<file path="src/sv/vbnc_pkg.sv">
package vbnc_pkg;

  // Field and register widths fixed by the interface.
  localparam int XW      = 9;
  localparam int YW      = 9;
  localparam int ZW      = 11;
  localparam int IDW     = 32;
  localparam int CNTW    = 4;
  localparam int PLANE_W = XW + YW;
  localparam int CFG_IW  = 3;
  localparam int CFG_DW  = 11;

  // Depth of the queues between the parts, and the width of their fill counts.
  localparam int FIFO_D  = 4;
  localparam int FIFO_CW = 3;

  localparam logic KIND_VOXEL = 1'b0;

  typedef enum logic [CFG_IW-1:0] {
    REG_X_SIZE      = 3'd0,
    REG_Y_SIZE      = 3'd1,
    REG_Z_SIZE      = 3'd2,
    REG_IGNORE_ZERO = 3'd3,
    REG_COUNT_OUTER = 3'd4
  } reg_idx_t;

  typedef struct packed {
    logic                  kind;
    logic signed [IDW-1:0] voxel_id;
  } in_item_t;

  typedef struct packed {
    logic [CNTW-1:0] boundary_count;
    logic            last_of_volume;
  } out_item_t;

  // Sizes are held already clamped to their legal ranges.
  typedef struct packed {
    logic [XW-1:0] nx;
    logic [YW-1:0] ny;
    logic [ZW-1:0] nz;
    logic          ignore_zero;
    logic          count_outer;
  } cfg_t;

  // One shift of the neighbor window; emit marks a shift that answers a voxel.
  typedef struct packed {
    logic           emit;
    logic           last;
    logic [IDW-1:0] id;
  } op_t;

  // Position of the answered voxel on the volume surface.
  typedef struct packed {
    logic x_lo;
    logic x_hi;
    logic y_lo;
    logic y_hi;
    logic z_lo;
    logic z_hi;
  } edge_flags_t;

endpackage

</file>
<file path="src/sv/vbnc_front.sv">
module vbnc_front import vbnc_pkg::*; #(
  parameter int POS_W = 27
) (
  input  logic     clk,
  input  logic     rst_n,
  input  cfg_t     cfg,
  input  logic     restart,
  input  logic     in_push,
  output logic     in_full,
  input  in_item_t in_item,
  output logic     op_push,
  output op_t      op_item,
  input  logic     op_full
);

  localparam int PW1 = POS_W + 1;
  localparam int PRW = PLANE_W + ZW;

  logic [PLANE_W-1:0] plane_r;
  logic [POS_W-1:0]   total_r;
  logic [PRW-1:0]     total_prod;
  logic [1:0]         settle_r;
  logic [POS_W-1:0]   in_pos_r, in_pos_nxt;
  logic [POS_W-1:0]   out_pos_r, out_pos_nxt;
  logic               pend_r, pend_nxt;
  logic               pend_last_r;
  logic [POS_W-1:0]   total_m1, need, rcv;
  logic [PW1-1:0]     need_raw;
  logic               store, due, last, extra, accept;

  // Plane and volume sizes follow the size registers through plane_r and then
  // total_r; the input is held off while they settle.
  assign total_prod = {{ZW{1'b0}}, plane_r} * {{PLANE_W{1'b0}}, cfg.nz};

  always_ff @(posedge clk) begin
    plane_r <= {{YW{1'b0}}, cfg.nx} * {{XW{1'b0}}, cfg.ny};
    total_r <= total_prod[POS_W-1:0];
  end

  always_ff @(posedge clk) begin
    if (!rst_n || restart) begin
      settle_r <= 2'd3;
    end else if (settle_r != 2'd0) begin
      settle_r <= settle_r - 2'd1;
    end
  end

  // Classify the request: store it, answer a voxel, or both.
  always_comb begin
    total_m1 = total_r - POS_W'(1);
    store    = (in_item.kind == KIND_VOXEL) && (in_pos_r < total_r);
    rcv      = in_pos_r + POS_W'(store);
    need_raw = {1'b0, out_pos_r} + PW1'(plane_r);
    need     = (need_raw > {1'b0, total_m1}) ? total_m1 : need_raw[POS_W-1:0];
    due      = (need < rcv);
    last     = (out_pos_r == total_m1);
    // A single-plane volume needs one extra shift so the window lines up.
    extra    = due && store && (cfg.nz == ZW'(1));
    in_full  = op_full || pend_r || (settle_r != 2'd0);
    accept   = in_push && !in_full;
  end

  // Queue write toward the back part.
  always_comb begin
    op_push = (accept && (store || due)) || (pend_r && !op_full);
    if (pend_r) begin
      op_item.emit = 1'b1;
      op_item.last = pend_last_r;
      op_item.id   = '0;
    end else begin
      op_item.emit = due && !extra;
      op_item.last = last && !extra;
      op_item.id   = in_item.voxel_id;
    end
  end

  // Position bookkeeping for the volume in progress.
  always_comb begin
    in_pos_nxt  = in_pos_r;
    out_pos_nxt = out_pos_r;
    pend_nxt    = pend_r;
    if (pend_r && !op_full) begin
      pend_nxt = 1'b0;
    end
    if (accept) begin
      in_pos_nxt = rcv;
      pend_nxt   = extra;
      if (due) begin
        if (last) begin
          in_pos_nxt  = '0;
          out_pos_nxt = '0;
        end else begin
          out_pos_nxt = out_pos_r + POS_W'(1);
        end
      end
    end
  end

  always_ff @(posedge clk) begin
    if (!rst_n || restart) begin
      in_pos_r  <= '0;
      out_pos_r <= '0;
      pend_r    <= 1'b0;
    end else begin
      in_pos_r  <= in_pos_nxt;
      out_pos_r <= out_pos_nxt;
      pend_r    <= pend_nxt;
    end
  end

  always_ff @(posedge clk) begin
    if (accept && extra) begin
      pend_last_r <= last;
    end
  end

endmodule

</file>
<file path="config.mk">
export PLATFORM = sky130hd
export DESIGN_NAME = vbnc_front
export DESIGN_NICKNAME = d
export VERILOG_FILES = /design/src/sv/vbnc_pkg.sv /design/src/sv/vbnc_front.sv
export SDC_FILE = /design/constraint.sdc
export NUM_CORES = 1
export LEC_CHECK = 0
export ABC_AREA = 1
export BUFFER_PORTS_ARGS = -buffer_cell sky130_fd_sc_hd__buf_2
export CORE_MARGIN = 3
export CORE_UTILIZATION = 40
export CTS_CLUSTER_SIZE = 12
export DETAILED_ROUTE_END_ITERATION = 10
export GPL_ROUTABILITY_DRIVEN = 0
export GPL_TIMING_DRIVEN = 0
export PLACE_DENSITY = 0.62
export SETUP_SLACK_MARGIN = 0.1
export SKIP_CTS_REPAIR_TIMING = 1
export SLEW_MARGIN = 5
export SYNTH_ARGS = -nofsm -noshare
export SYNTH_HDL_FRONTEND = slang
export SYNTH_SLANG_ARGS = --single-unit
</file>
<file path="constraint.sdc">
create_clock -name clk -period 14.85 [get_ports clk]
set_input_delay 4.455 -clock clk [delete_from_list [all_inputs] [get_ports clk]]
set_output_delay 4.455 -clock clk [all_outputs]
set_load 0.03 [all_outputs]
</file>
==> results.toml <==
[outcome]
status = "finished, final reports clean"

[global_routing]
use_met3 = 0.0281
grt_util_met1 = 0.296
grt_max_degree = 17
grt_overflow = 0
grt-busiest-layer = "met2"
grt_pass1_wl_um = 83400
grt.met2_usage = 0.367
antenna_found_initial = 0
grt_pass1_vias = 16200
grt_usage = 0.220

[yosys]
synth_top_family_by_area = "adder cells"
yosysSeqAreaShare = 0.116
synth_seq_cells = 103
syn_nets = 3018
yosys_warnings = 0
synth_edf_count = 1
syn_area_um2 = 17900
syn_inst = 2558
synth.distinct_cells = 51
synthMuxAreaShare = 0
synthXorXnorAreaFrac = 0.0739
synth_area_per_cell_um2 = 6.98
synthArstFlopShare = 0
synth-compound-area-share = 0.0670
yosys.area_share.simple = 0.254
synthAdderAreaFrac = 0.355
synth_flop_cell = "dfxtp_1"

[route]
vias = 16300
detail_route.wl_per_cell_um = 15.8
drc = 0
via_per_inst = 5.03
ant_nets = 0
drt-initial-drc-count = 1103
wirelength_um = 51200
firstDrtPassIters = 8

[final_layout]
multi_input_area_um2 = 13400
fill_cells = 4545
layout-drive-gt1-share = 0.0533
syn_to_final_growth_pct = 7.83
diodes = 0
regArea_um2 = 2070
nets = 3102

[critical_path]
critPathKind = "in -> out"
reg2reg_depth = 33
critPathMaxFanout = 10
start_kind = "primary input"
cp.arrival_ps = 9150
end_kind = "output pin"
required_ps = 10390

[clock_network]
cts.sinks = 103
cts_tree = "built"
numCtsBuffers = 9
clockBufferDepth = 2
clock_latency_ps = 370
cts_root_buffer = "clkbuf_16"
cts.clk_slew.worst_paths_ps = 70
cts_max_level = 3

[sta]
fin_crit_ps = 13610
tightest_slew_ps = 853
report.final.slew_viol_count = 0
max_freq_mhz = 73.5
fin_setup_tns_ps = 0
rsz0062_at_grt = "false"
hold_viol = 0
finClkSkew_ps = 10.3
post-route-period-util = 0.916
timing.slew.headroom = 0.432
setup_viol = 0

[floorplanning]
core.rowCount = 76
core_area_um2 = 43600
fp.dieW_um = 217
start_util = 0.410
die_area_um2 = 47200
io_pins = 105
die_h_um = 217

[worst_hold_path]
hold_path_class = "reg -> reg"
hold_depth = 1

[place]
port_buffers = 73
hpwl_um = 43100

[flow_run]
cap_violations = 0
## per-stage QoR
step / cells / setup WS (ps) / hold slack [ps] / utilization / area, um^2
global route: 3232 / 818 / 479 / 0.442 / 19300
CTS: 3232 / 1250 / 472 / 0.442 / 19300
global placement: 3216 / 1310 / 445 / 0.435 / 19000
finish: 3232 / 1240 / 469 / 0.442 / 19300
detailed placement: 3216 / 1260 / 462 / 0.435 / 19000
floorplan: 2558 / 2560 / 433 / - / 17900
## placed cells by master (no fill, tap or decap), types with 6 or more instances in the layout
| cell | n |
|---|---|
| inv_1 | 516 |
| a21oi_1 | 142 |
| clkbuf_1 | 79 |
| nand2_2 | 9 |
| fa_1 | 193 |
| nand2_1 | 657 |
| nand4_1 | 63 |
| nor4_1 | 14 |
| buf_2 | 78 |
| clkbuf_16 | 9 |
| xor2_1 | 119 |
| nand3_1 | 67 |
| ha_1 | 198 |
| inv_2 | 6 |
| nor3_1 | 22 |
| dfxtp_1 | 102 |
| buf_1 | 10 |
| buf_6 | 6 |
| xnor2_1 | 28 |
| o21ai_0 | 48 |
| nor2_1 | 207 |
## Yosys cell counts, types with 6 or more instances
master	count	area share
nand2_2	9	0.0032
inv_1	516	0.11
a21oi_1	142	0.040
fa_1	193	0.22
xnor2_1	28	0.014
inv_2	6	0.0013
buf_6	6	0.0038
o21ai_0	48	0.013
nand3_1	67	0.019
nor2_1	207	0.043
buf_1	10	0.0021
nor4_1	14	0.0049
nand4_1	63	0.022
clkbuf_1	77	0.016
nand2_1	657	0.14
xor2_1	119	0.058
dfxtp_1	102	0.11
ha_1	198	0.14
nor3_1	22	0.0062
## state kept, by name, summed over array words and instances, names as in the netlist
register     flops
pend_r           1
pend_last_r      1
settle_r         2
total_r         27
out_pos_r       27
in_pos_r        27
plane_r         18
## final timing paths
kind / from / to / slack, ps
setup reg to reg: out_pos_r[0] / out_pos_r[17] / 7020
hold reg to reg: settle_r[0] / settle_r[0] / 470
setup / recovery: in_item[32] / op_push / 1240
hold / removal: settle_r[0] / settle_r[0] / 470
## cells by family after synthesis
family	count (synthesis)
compound gates	222
xor+xnor	149
fa+ha+maj	391
buf+inv	623
flops	103
simple gates	1070
## worst max-delay path: stages
cell,delay (ps)
buf_2,110
nor2_1,260
ha_1,250
ha_1,190
nand3_1,130
nor2_1,110
nand2_1,80
nor2_1,270
nand3_1,170
nor3b_1,220
nand4_1,120
nor2_1,170
nand2_1,90
xor2_1,260
ha_1,300
nand2_1,100
inv_1,40
nand3_1,90
o221ai_1,150
a21oi_1,690
nand3_4,240
buf_2,280
o221ai_1,90
buf_2,230
## layout make-up
cell class                      instances  share of cell area
Buffer                                101              0.0228
Clock buffer                           12              0.0128
Clock inverter                          4             0.00286
Inverter                              522               0.102
Multi-Input combinational cell       1832               0.695
Sequential cell                       103               0.108
Tap cell                              585              0.0380
Timing Repair Buffer                   73              0.0190
## metal layers
metal  share of wire  routed length (um)  vias to the layer above
met4           0.036                1830                        0
met3           0.059                3030                       99
met5               0                   0                        -
met2            0.46               23600                      520
li1                -                   -                     7999
met1            0.44               22700                     7645
Power is left out: the tool's default activity adds up to more than one toggle a clock period on the data nets, which glitch-free logic cannot reach.
