[src/sv/vbnc_pkg.sv]
package vbnc_pkg;

  // Field and register widths fixed by the interface.
  localparam int XW      = 9;
  localparam int YW      = 9;
  localparam int ZW      = 11;
  localparam int IDW     = 32;
  localparam int CNTW    = 4;
  localparam int PLANE_W = XW + YW;
  localparam int CFG_IW  = 3;
  localparam int CFG_DW  = 11;

  // Depth of the queues between the parts, and the width of their fill counts.
  localparam int FIFO_D  = 4;
  localparam int FIFO_CW = 3;

  localparam logic KIND_VOXEL = 1'b0;

  typedef enum logic [CFG_IW-1:0] {
    REG_X_SIZE      = 3'd0,
    REG_Y_SIZE      = 3'd1,
    REG_Z_SIZE      = 3'd2,
    REG_IGNORE_ZERO = 3'd3,
    REG_COUNT_OUTER = 3'd4
  } reg_idx_t;

  typedef struct packed {
    logic                  kind;
    logic signed [IDW-1:0] voxel_id;
  } in_item_t;

  typedef struct packed {
    logic [CNTW-1:0] boundary_count;
    logic            last_of_volume;
  } out_item_t;

  // Sizes are held already clamped to their legal ranges.
  typedef struct packed {
    logic [XW-1:0] nx;
    logic [YW-1:0] ny;
    logic [ZW-1:0] nz;
    logic          ignore_zero;
    logic          count_outer;
  } cfg_t;

  // One shift of the neighbor window; emit marks a shift that answers a voxel.
  typedef struct packed {
    logic           emit;
    logic           last;
    logic [IDW-1:0] id;
  } op_t;

  // Position of the answered voxel on the volume surface.
  typedef struct packed {
    logic x_lo;
    logic x_hi;
    logic y_lo;
    logic y_hi;
    logic z_lo;
    logic z_hi;
  } edge_flags_t;

endpackage

[src/sv/vbnc_fifo.sv]
module vbnc_fifo import vbnc_pkg::*; #(
  parameter int W = 8
) (
  input  logic               clk,
  input  logic               rst_n,
  input  logic               push,
  input  logic [W-1:0]       din,
  input  logic               pop,
  output logic [W-1:0]       dout,
  output logic               full,
  output logic               empty,
  output logic [FIFO_CW-1:0] count
);

  localparam int AW = $clog2(FIFO_D);

  logic [W-1:0]       mem_r [FIFO_D];
  logic [AW-1:0]      wr_ptr_r, wr_ptr_nxt;
  logic [AW-1:0]      rd_ptr_r, rd_ptr_nxt;
  logic [FIFO_CW-1:0] cnt_r, cnt_nxt;
  logic               do_push, do_pop;

  assign full    = (cnt_r == FIFO_CW'(FIFO_D));
  assign empty   = (cnt_r == '0);
  assign count   = cnt_r;
  assign dout    = mem_r[rd_ptr_r];
  assign do_push = push && !full;
  assign do_pop  = pop && !empty;

  // Pointer and fill count update.
  always_comb begin
    wr_ptr_nxt = do_push ? wr_ptr_r + 1'b1 : wr_ptr_r;
    rd_ptr_nxt = do_pop ? rd_ptr_r + 1'b1 : rd_ptr_r;
    cnt_nxt    = cnt_r + FIFO_CW'(do_push) - FIFO_CW'(do_pop);
  end

  always_ff @(posedge clk) begin
    if (!rst_n) begin
      wr_ptr_r <= '0;
      rd_ptr_r <= '0;
      cnt_r    <= '0;
    end else begin
      wr_ptr_r <= wr_ptr_nxt;
      rd_ptr_r <= rd_ptr_nxt;
      cnt_r    <= cnt_nxt;
    end
  end

  // Entry storage.
  always_ff @(posedge clk) begin
    if (do_push) begin
      mem_r[wr_ptr_r] <= din;
    end
  end

endmodule

[config.mk]
export PLATFORM = sky130hd
export DESIGN_NAME = vbnc_fifo
export DESIGN_NICKNAME = d
export VERILOG_FILES = /design/src/sv/vbnc_pkg.sv /design/src/sv/vbnc_fifo.sv
export SDC_FILE = /design/constraint.sdc
export NUM_CORES = 1
export LEC_CHECK = 0
export BUFFER_PORTS_ARGS = -buffer_cell sky130_fd_sc_hd__buf_4
export CAP_MARGIN = 20
export CORE_MARGIN = 3
export CORE_UTILIZATION = 49
export CTS_CLUSTER_DIAMETER = 80
export DETAILED_ROUTE_END_ITERATION = 8
export PLACE_DENSITY = 0.81
export SYNTH_ARGS = -nofsm -noshare
export SYNTH_HDL_FRONTEND = slang
export SYNTH_SLANG_ARGS = --single-unit
[constraint.sdc]
create_clock -name clk -period 2 [get_ports clk]
set_input_delay 0.4 -clock clk [delete_from_list [all_inputs] [get_ports clk]]
set_output_delay 0.4 -clock clk [all_outputs]
set_load 0.05 [all_outputs]
==> results of run 1 <==
-- per-stage QoR --
step	area, sq um	hold WS (ps)	cells	power [uW]	util (%)
final	2070	245	174	2730	66.1
after global routing	2070	243	174	2850	66.1
after CTS	2050	243	174	2690	65.4
after detailed placement	1900	495	160	2200	60.7
after global placement	1900	470	160	2160	60.7
after floorplan	1670	456	93	1900	-
-- cell type report --
class / instances / area [sq um] / area share [%]
inverter: 6 / 22.5 / 1.09
clock inverter: 3 / 17.5 / 0.847
sequential: 41 / 1150 / 55.7
clock buffer: 5 / 37.5 / 1.81
tap: 44 / 55.1 / 2.66
multi-input combinational: 42 / 514 / 24.9
timing repair buffer: 33 / 270 / 13.1
-- worst reg2reg max path, delay by kind of cell, from the launching register on --
kind                       cells  cell delay (ps)
adders and majority gates      3              750
and+or+nand+nor                3              440
DFF                            1              380
xor gates and xnor gates       2              270
buffers and inverters          2              110
-- synth_stat cells (all sizes together), types with 2 or more instances --
cell / count / share of area, %
edfxtp: 32 / 59
dfxtp: 9 / 11
mux4: 8 / 11
and2: 7 / 2.7
ha: 6 / 4.6
inv: 6 / 1.4
nand2: 6 / 1.4
o21ai: 3 / 0.91
buf: 2 / 0.99
clkbuf: 2 / 0.46
mux2i: 2 / 1.2
nor2b: 2 / 0.76
xnor2: 2 / 1.1
-- kinds of logic after synthesis --
group / after synthesis / share of synthesized area, %
multiplexers: 10 / 12.2
adder cells (fa/ha/maj): 7 / 5.79
XOR/XNOR: 2 / 1.07
buffers and inverters: 10 / 2.82
AND/OR/NAND/NOR: 19 / 7.24
flip-flops: 41 / 69.5
AO/OA/AOI/OAI: 4 / 1.37
-- how the worst max path moves through the flow --
stage             start  endpoint  slack [ps]  cells past startpoint
2_1_floorplan  count[2]  count[2]        -450                     11
3_3_place_gp   count[2]  count[2]           8                     10
3_5_place_dp   count[2]  count[2]         -40                     10
4_1_cts        count[2]  count[2]         -40                     10
5_1_grt        count[2]  count[2]        -120                     10
6_report       count[2]  count[2]         -50                     10
-- power by group --
group	internal, uW	switching (uW)	total (uW)	leakage, uW
Clock	133	260	392	0.0000310
Combinational	511	689	1200	0.000360
Sequential	1050	87.9	1140	0.000369
Total	1700	1040	2730	0.000760
-- what timing repair did --
item | in CTS | in global routing
gates resized for setup | 10 | 11
endpoints found under the hold margin | 0 | 0
setup endpoints to repair | 9 | 41
setup buffers | 6 | 0
pin swaps | 5 | 3
hold buffers | 0 | 0
-- per-layer routing --
layer	routed length, um	vias to the layer above	GRT usage (%)
met5	0	-	0
met4	28	0	6.47
met3	135	4	4.75
met2	1590	17	28.9
met1	1100	463	16.4
li1	-	416	-
-- flip-flops by register name (all words and copies together), names as in the netlist, named ones only --
name and cells:
mem_r 32, count 3, rd_ptr_r 2, wr_ptr_r 2
==> flow_metrics.env, run 1 <==
export IMPL_drt_drc_violations_left=0
export IMPL_postSynth_topFlopCell="sky130_fd_sc_hd__edfxtp_1"
export IMPL_final_layout_size_suffix_gt1_share_pct=50.8
export IMPL_run_status="finished with violations"
export IMPL_numPortBuffers=24
export IMPL_placement_setup_worst_slack_ps=-44.3
export IMPL_grt_pass1_vias=957
export IMPL_die_area_sq_mm=0.00408
export IMPL_worstMarginPinSlew_ps=398
export IMPL_rr_startpoint="count[2]"
export IMPL_slew_headroom_pct=73.5
export IMPL_crit_slowest_cell="sky130_fd_sc_hd__dfxtp_4"
export IMPL_critPathLaunchType="flop"
export IMPL_io_pins=25
export IMPL_layout_cells_most_common="sky130_fd_sc_hd__edfxtp_1"
export IMPL_clock_skew_ps=5.65
export IMPL_period_share_pct=103
export IMPL_worstSkewPairLatency_ps=340
export IMPL_vias=900
export IMPL_peakVddDrop_mv=0.769
export IMPL_setup_violations_final=1
export IMPL_min_delay_path_depth=1
export IMPL_number_of_routed_nets_with_antenna_violations=0
export IMPL_achievable_frequency_ghz=0.487
export IMPL_clkTransAtPathRegs_ps=120
export IMPL_ctsLongestPathBuffers=2
export IMPL_timing_critical_path_required_ps=2250
export IMPL_antenna_diode_count=0
export IMPL_worst_r2r_path_cells=10
export IMPL_number_of_buffers_inserted_during_clock_tree_synthesis=5
export IMPL_grt_antenna_before_repair=0
export IMPL_fillcell_total=221
export IMPL_drt_iter0_markers=46
export IMPL_r2r_end="count[2]"
export IMPL_timing_critical_path_slowest_cell_delay_ps=380
export IMPL_ys_warn_count=0
export IMPL_placementRows=20
export IMPL_cts_tree="built"
export IMPL_grt_total_usage_pct=15.7
export IMPL_route_detailed_vias_per_inst=5.17
export IMPL_report_final_slew_viol_count=0
export IMPL_global_route_overflow_total=0
export IMPL_layout_nets=148
export IMPL_synth_lib_cells_used_distinct=20
export IMPL_fin_crit_ps=2050
export IMPL_critPathKind="flop to flop"
export IMPL_final_hold_viol_count=0
export IMPL_detail_route_wirelength_um=2850
export IMPL_worstPathCellList="nor3b_4 > nor2b_2 > inv_2 > ha_4 > inv_2 > ha_4 > fa_2 > xnor2_2 > xnor2_1 > and2_1"
export IMPL_total_clock_sinks=41
export IMPL_worst_path_buf_inv=2
export IMPL_hold_start="din[1]"
export IMPL_dp_hpwl_um=1840
export IMPL_leakagePower_uw=0.000760
export IMPL_postSynthCellCount=93
export IMPL_signed_area_change_from_the_synthesized_netlist_to_the_final_layout_pct=26.0
export IMPL_mostFrequentLayoutCells="sky130_fd_sc_hd__edfxtp_1 (32), sky130_fd_sc_hd__buf_4 (28), sky130_fd_sc_hd__mux4_2 (8)"
export IMPL_die_width_um=63.9
export IMPL_worstSetupEndpointType="flop"
export IMPL_wl_per_cell_um=16.4
export IMPL_wire_length_of_the_first_global_routing_pass_um=4600
export IMPL_core_area_sq_mm=0.00313
export IMPL_power_density_over_cell_area_mw_per_mm2=1320
export IMPL_synth_edf_count=32
export IMPL_grt_setup_unrepaired="true"
export IMPL_mappedNetlistArea_sq_mm=0.00164
export IMPL_portion_of_the_post_synthesis_area_used_by_sequential_elements_pct=69.5
export IMPL_setup_ws_ps=-51.5
export IMPL_timing_critical_path_max_delay_family="adder cells"
export IMPL_share_of_synthesized_registers_carrying_an_async_set_or_reset_pct=0
export IMPL_crit_fanout=3
export IMPL_reg2reg_slack_ps=-50
export IMPL_synth_seq_cells=41
export IMPL_first_pass_iters=4
export IMPL_h_tree_depth=2
export IMPL_pin_count_of_the_biggest_net_entering_global_routing=14
export IMPL_fp_dieH_um=63.9
export IMPL_hold_path_class="input port to flop"
export IMPL_initial_util_pct=52.5
export IMPL_worst_endpoint_arrival_ps=2300
export IMPL_violations_in_the_final_reports="setup timing"
export IMPL_max_cap_violations=0
export IMPL_tns_ps=-51.5
export IMPL_clock_root_buffer="sky130_fd_sc_hd__clkbuf_4"
export IMPL_place_gp_congestion=0.691
export IMPL_mean_instance_size_in_the_synthesized_netlist_sq_um=17.7
export IMPL_min_delay_endpoint="mem_r[2][1]"
export IMPL_synth_fp_nets=112
No activity file was read; power rests on OpenSTA's default activity.
==> inputs of run 2 (changes only) <==
REMOVE_ABC_BUFFERS = 1   (was not set)
==> flow_metrics.env, run 2 (same netlist as run 1, synthesis figures left out) <==
export IMPL_internal_power_uw=1800
export IMPL_comb_power_share_pct=41.5
export IMPL_drt_drc_violations_left=0
export IMPL_run_status="finished with violations"
export IMPL_placementRows=20
export IMPL_fillcell_total=230
export IMPL_violations_in_the_final_reports="setup timing"
export IMPL_leakagePower_uw=0.000759
export IMPL_global_route_overflow_total=0
export IMPL_worstSetupEndpointType="flop"
export IMPL_critPathLaunchType="flop"
export IMPL_cts_tree="built"
export IMPL_numPlacedInstances=164
export IMPL_final_layout_size_suffix_gt1_share_pct=42.6
export IMPL_setup_violations_final=1
export IMPL_number_of_routed_nets_with_antenna_violations=0
export IMPL_dp_hpwl_um=1900
export IMPL_detail_route_wirelength_um=2610
export IMPL_max_cap_violations=0
export IMPL_power_density_over_cell_area_mw_per_mm2=1360
export IMPL_worst_endpoint_arrival_ps=2260
export IMPL_critPathKind="flop to flop"
export IMPL_layout_cells_most_common="sky130_fd_sc_hd__edfxtp_1"
export IMPL_sequentialPowerShare_pct=40.3
export IMPL_ctsLongestPathBuffers=2
export IMPL_period_share_pct=101
export IMPL_grt_total_usage_pct=15.1
export IMPL_die_area_sq_mm=0.00408
export IMPL_grt_antenna_before_repair=0
export IMPL_max_reg_flops=32
export IMPL_h_tree_depth=2
export IMPL_die_width_um=63.9
export IMPL_antenna_diode_count=0
export IMPL_peakVddDrop_mv=0.796
export IMPL_largest_register="mem_r"
export IMPL_worstMarginPinSlew_ps=426
export IMPL_clock_root_buffer="sky130_fd_sc_hd__clkbuf_4"
export IMPL_clkTransAtPathRegs_ps=120
export IMPL_layout_cells_non_filler=173
export IMPL_fp_dieH_um=63.9
export IMPL_numPortBuffers=24
export IMPL_first_pass_iters=4
export IMPL_vias=868
export IMPL_crit_fanout=3
export IMPL_hold_buffers=0
export IMPL_worstSkewPairLatency_ps=340
export IMPL_report_final_slew_viol_count=0
export IMPL_hold_path_class="input port to flop"
export IMPL_mostFrequentLayoutCells="sky130_fd_sc_hd__edfxtp_1 (32), sky130_fd_sc_hd__buf_4 (24), sky130_fd_sc_hd__mux4_2 (8)"
export IMPL_place_gp_congestion=0.732
export IMPL_placement_setup_worst_slack_ps=-96.5
export IMPL_finalHoldWorstSlack_ps=248
export IMPL_setup_ws_ps=-25.2
export IMPL_pin_count_of_the_biggest_net_entering_global_routing=14
export IMPL_final_hold_viol_count=0
export IMPL_route_detailed_vias_per_inst=5.02
export IMPL_grt_pass1_vias=945
export IMPL_achievable_frequency_ghz=0.494
export IMPL_drt_iter0_markers=38
export IMPL_core_area_sq_mm=0.00313
export IMPL_power_switching_share_pct=35.1
export IMPL_layout_nets=147
export IMPL_initial_util_pct=52.5
export IMPL_clock_skew_ps=11.0
export IMPL_number_of_buffers_inserted_during_clock_tree_synthesis=5
export IMPL_grt_setup_unrepaired="true"
export IMPL_clock_power_share_pct=18.2
export IMPL_io_pins=25
export IMPL_timing_critical_path_required_ps=2240
export IMPL_signed_area_change_from_the_synthesized_netlist_to_the_final_layout_pct=24.5
export IMPL_wire_length_of_the_first_global_routing_pass_um=4490
export IMPL_total_clock_sinks=41
export IMPL_fin_crit_ps=2030
export IMPL_netSwitchingPower_uw=975
export IMPL_slew_headroom_pct=71.6
export IMPL_totalPowerFinal_uw=2780
export IMPL_wl_per_cell_um=15.1
## run 2: metal layers
layer  track usage [%]  vias up  routed length [um]
li1                  -      413                   -
met1              17.1      431                1030
met2              24.8       18                1410
met3              5.98        6                 103
met4              7.55        0                  63
met5                 0        -                   0
## run 2: metrics by stage
stage / util, % / setup TNS (ps) / instance area, sq um
final: 65.4 / -25.2 / 2040
after global routing: 65.4 / -139 / 2040
after CTS: 64.4 / -28.5 / 2010
after detailed placement: 60.9 / -96.5 / 1910
after global placement: 60.9 / -31.8 / 1910
after floorplan: - / -12290 / 1620
## run 2: critical path: stages, from the launching register on
cell and delay, ps:
sky130_fd_sc_hd__dfxtp_2 340, sky130_fd_sc_hd__nor3b_2 160, sky130_fd_sc_hd__nor2b_1 150, sky130_fd_sc_hd__inv_1 60
sky130_fd_sc_hd__ha_1 270, sky130_fd_sc_hd__inv_1 40, sky130_fd_sc_hd__ha_2 170, sky130_fd_sc_hd__fa_2 330
sky130_fd_sc_hd__xnor2_1 140, sky130_fd_sc_hd__xnor2_1 120, sky130_fd_sc_hd__and2_1 150
## run 2: final cells by class
type | count | area [sq um] | area share [%]
multi-input cells | 42 | 465 | 22.8
clock inverters | 2 | 35.0 | 1.71
repair buffers | 32 | 279 | 13.6
clock buffers | 6 | 41.3 | 2.02
well taps | 44 | 55.1 | 2.69
flip-flops and latches | 41 | 1150 | 56.1
inverters | 6 | 22.5 | 1.10
## run 2: final timing paths
path / endpoint / cells past startpoint / slack [ps] / startpoint
setup reg to reg: count[2] / 10 / -30 / count[2]
hold reg to reg: flop / 2 / 500 / rd_ptr_r[0]
setup / recovery: count[2] / 10 / -30 / count[2]
hold / removal: mem_r[0][5] / 1 / 250 / din[5]
## run 2: what timing repair did
action	4_1_cts	5_1_grt
pin swaps	0	0
setup buffers	1	0
hold endpoints to repair	0	0
setup endpoints to repair	9	9
resized for setup	8	9
cloned	0	0
## run 2: power by group through the flow
stage | Combinational (uW) | Sequential (uW) | Clock [uW]
finish | 1150 | 1120 | 506
global route | 1230 | 1130 | 559
CTS | 1120 | 1110 | 520
detailed placement | 1070 | 1120 | 0
global placement | 1050 | 1110 | 0
floorplan | 636 | 1210 | 0
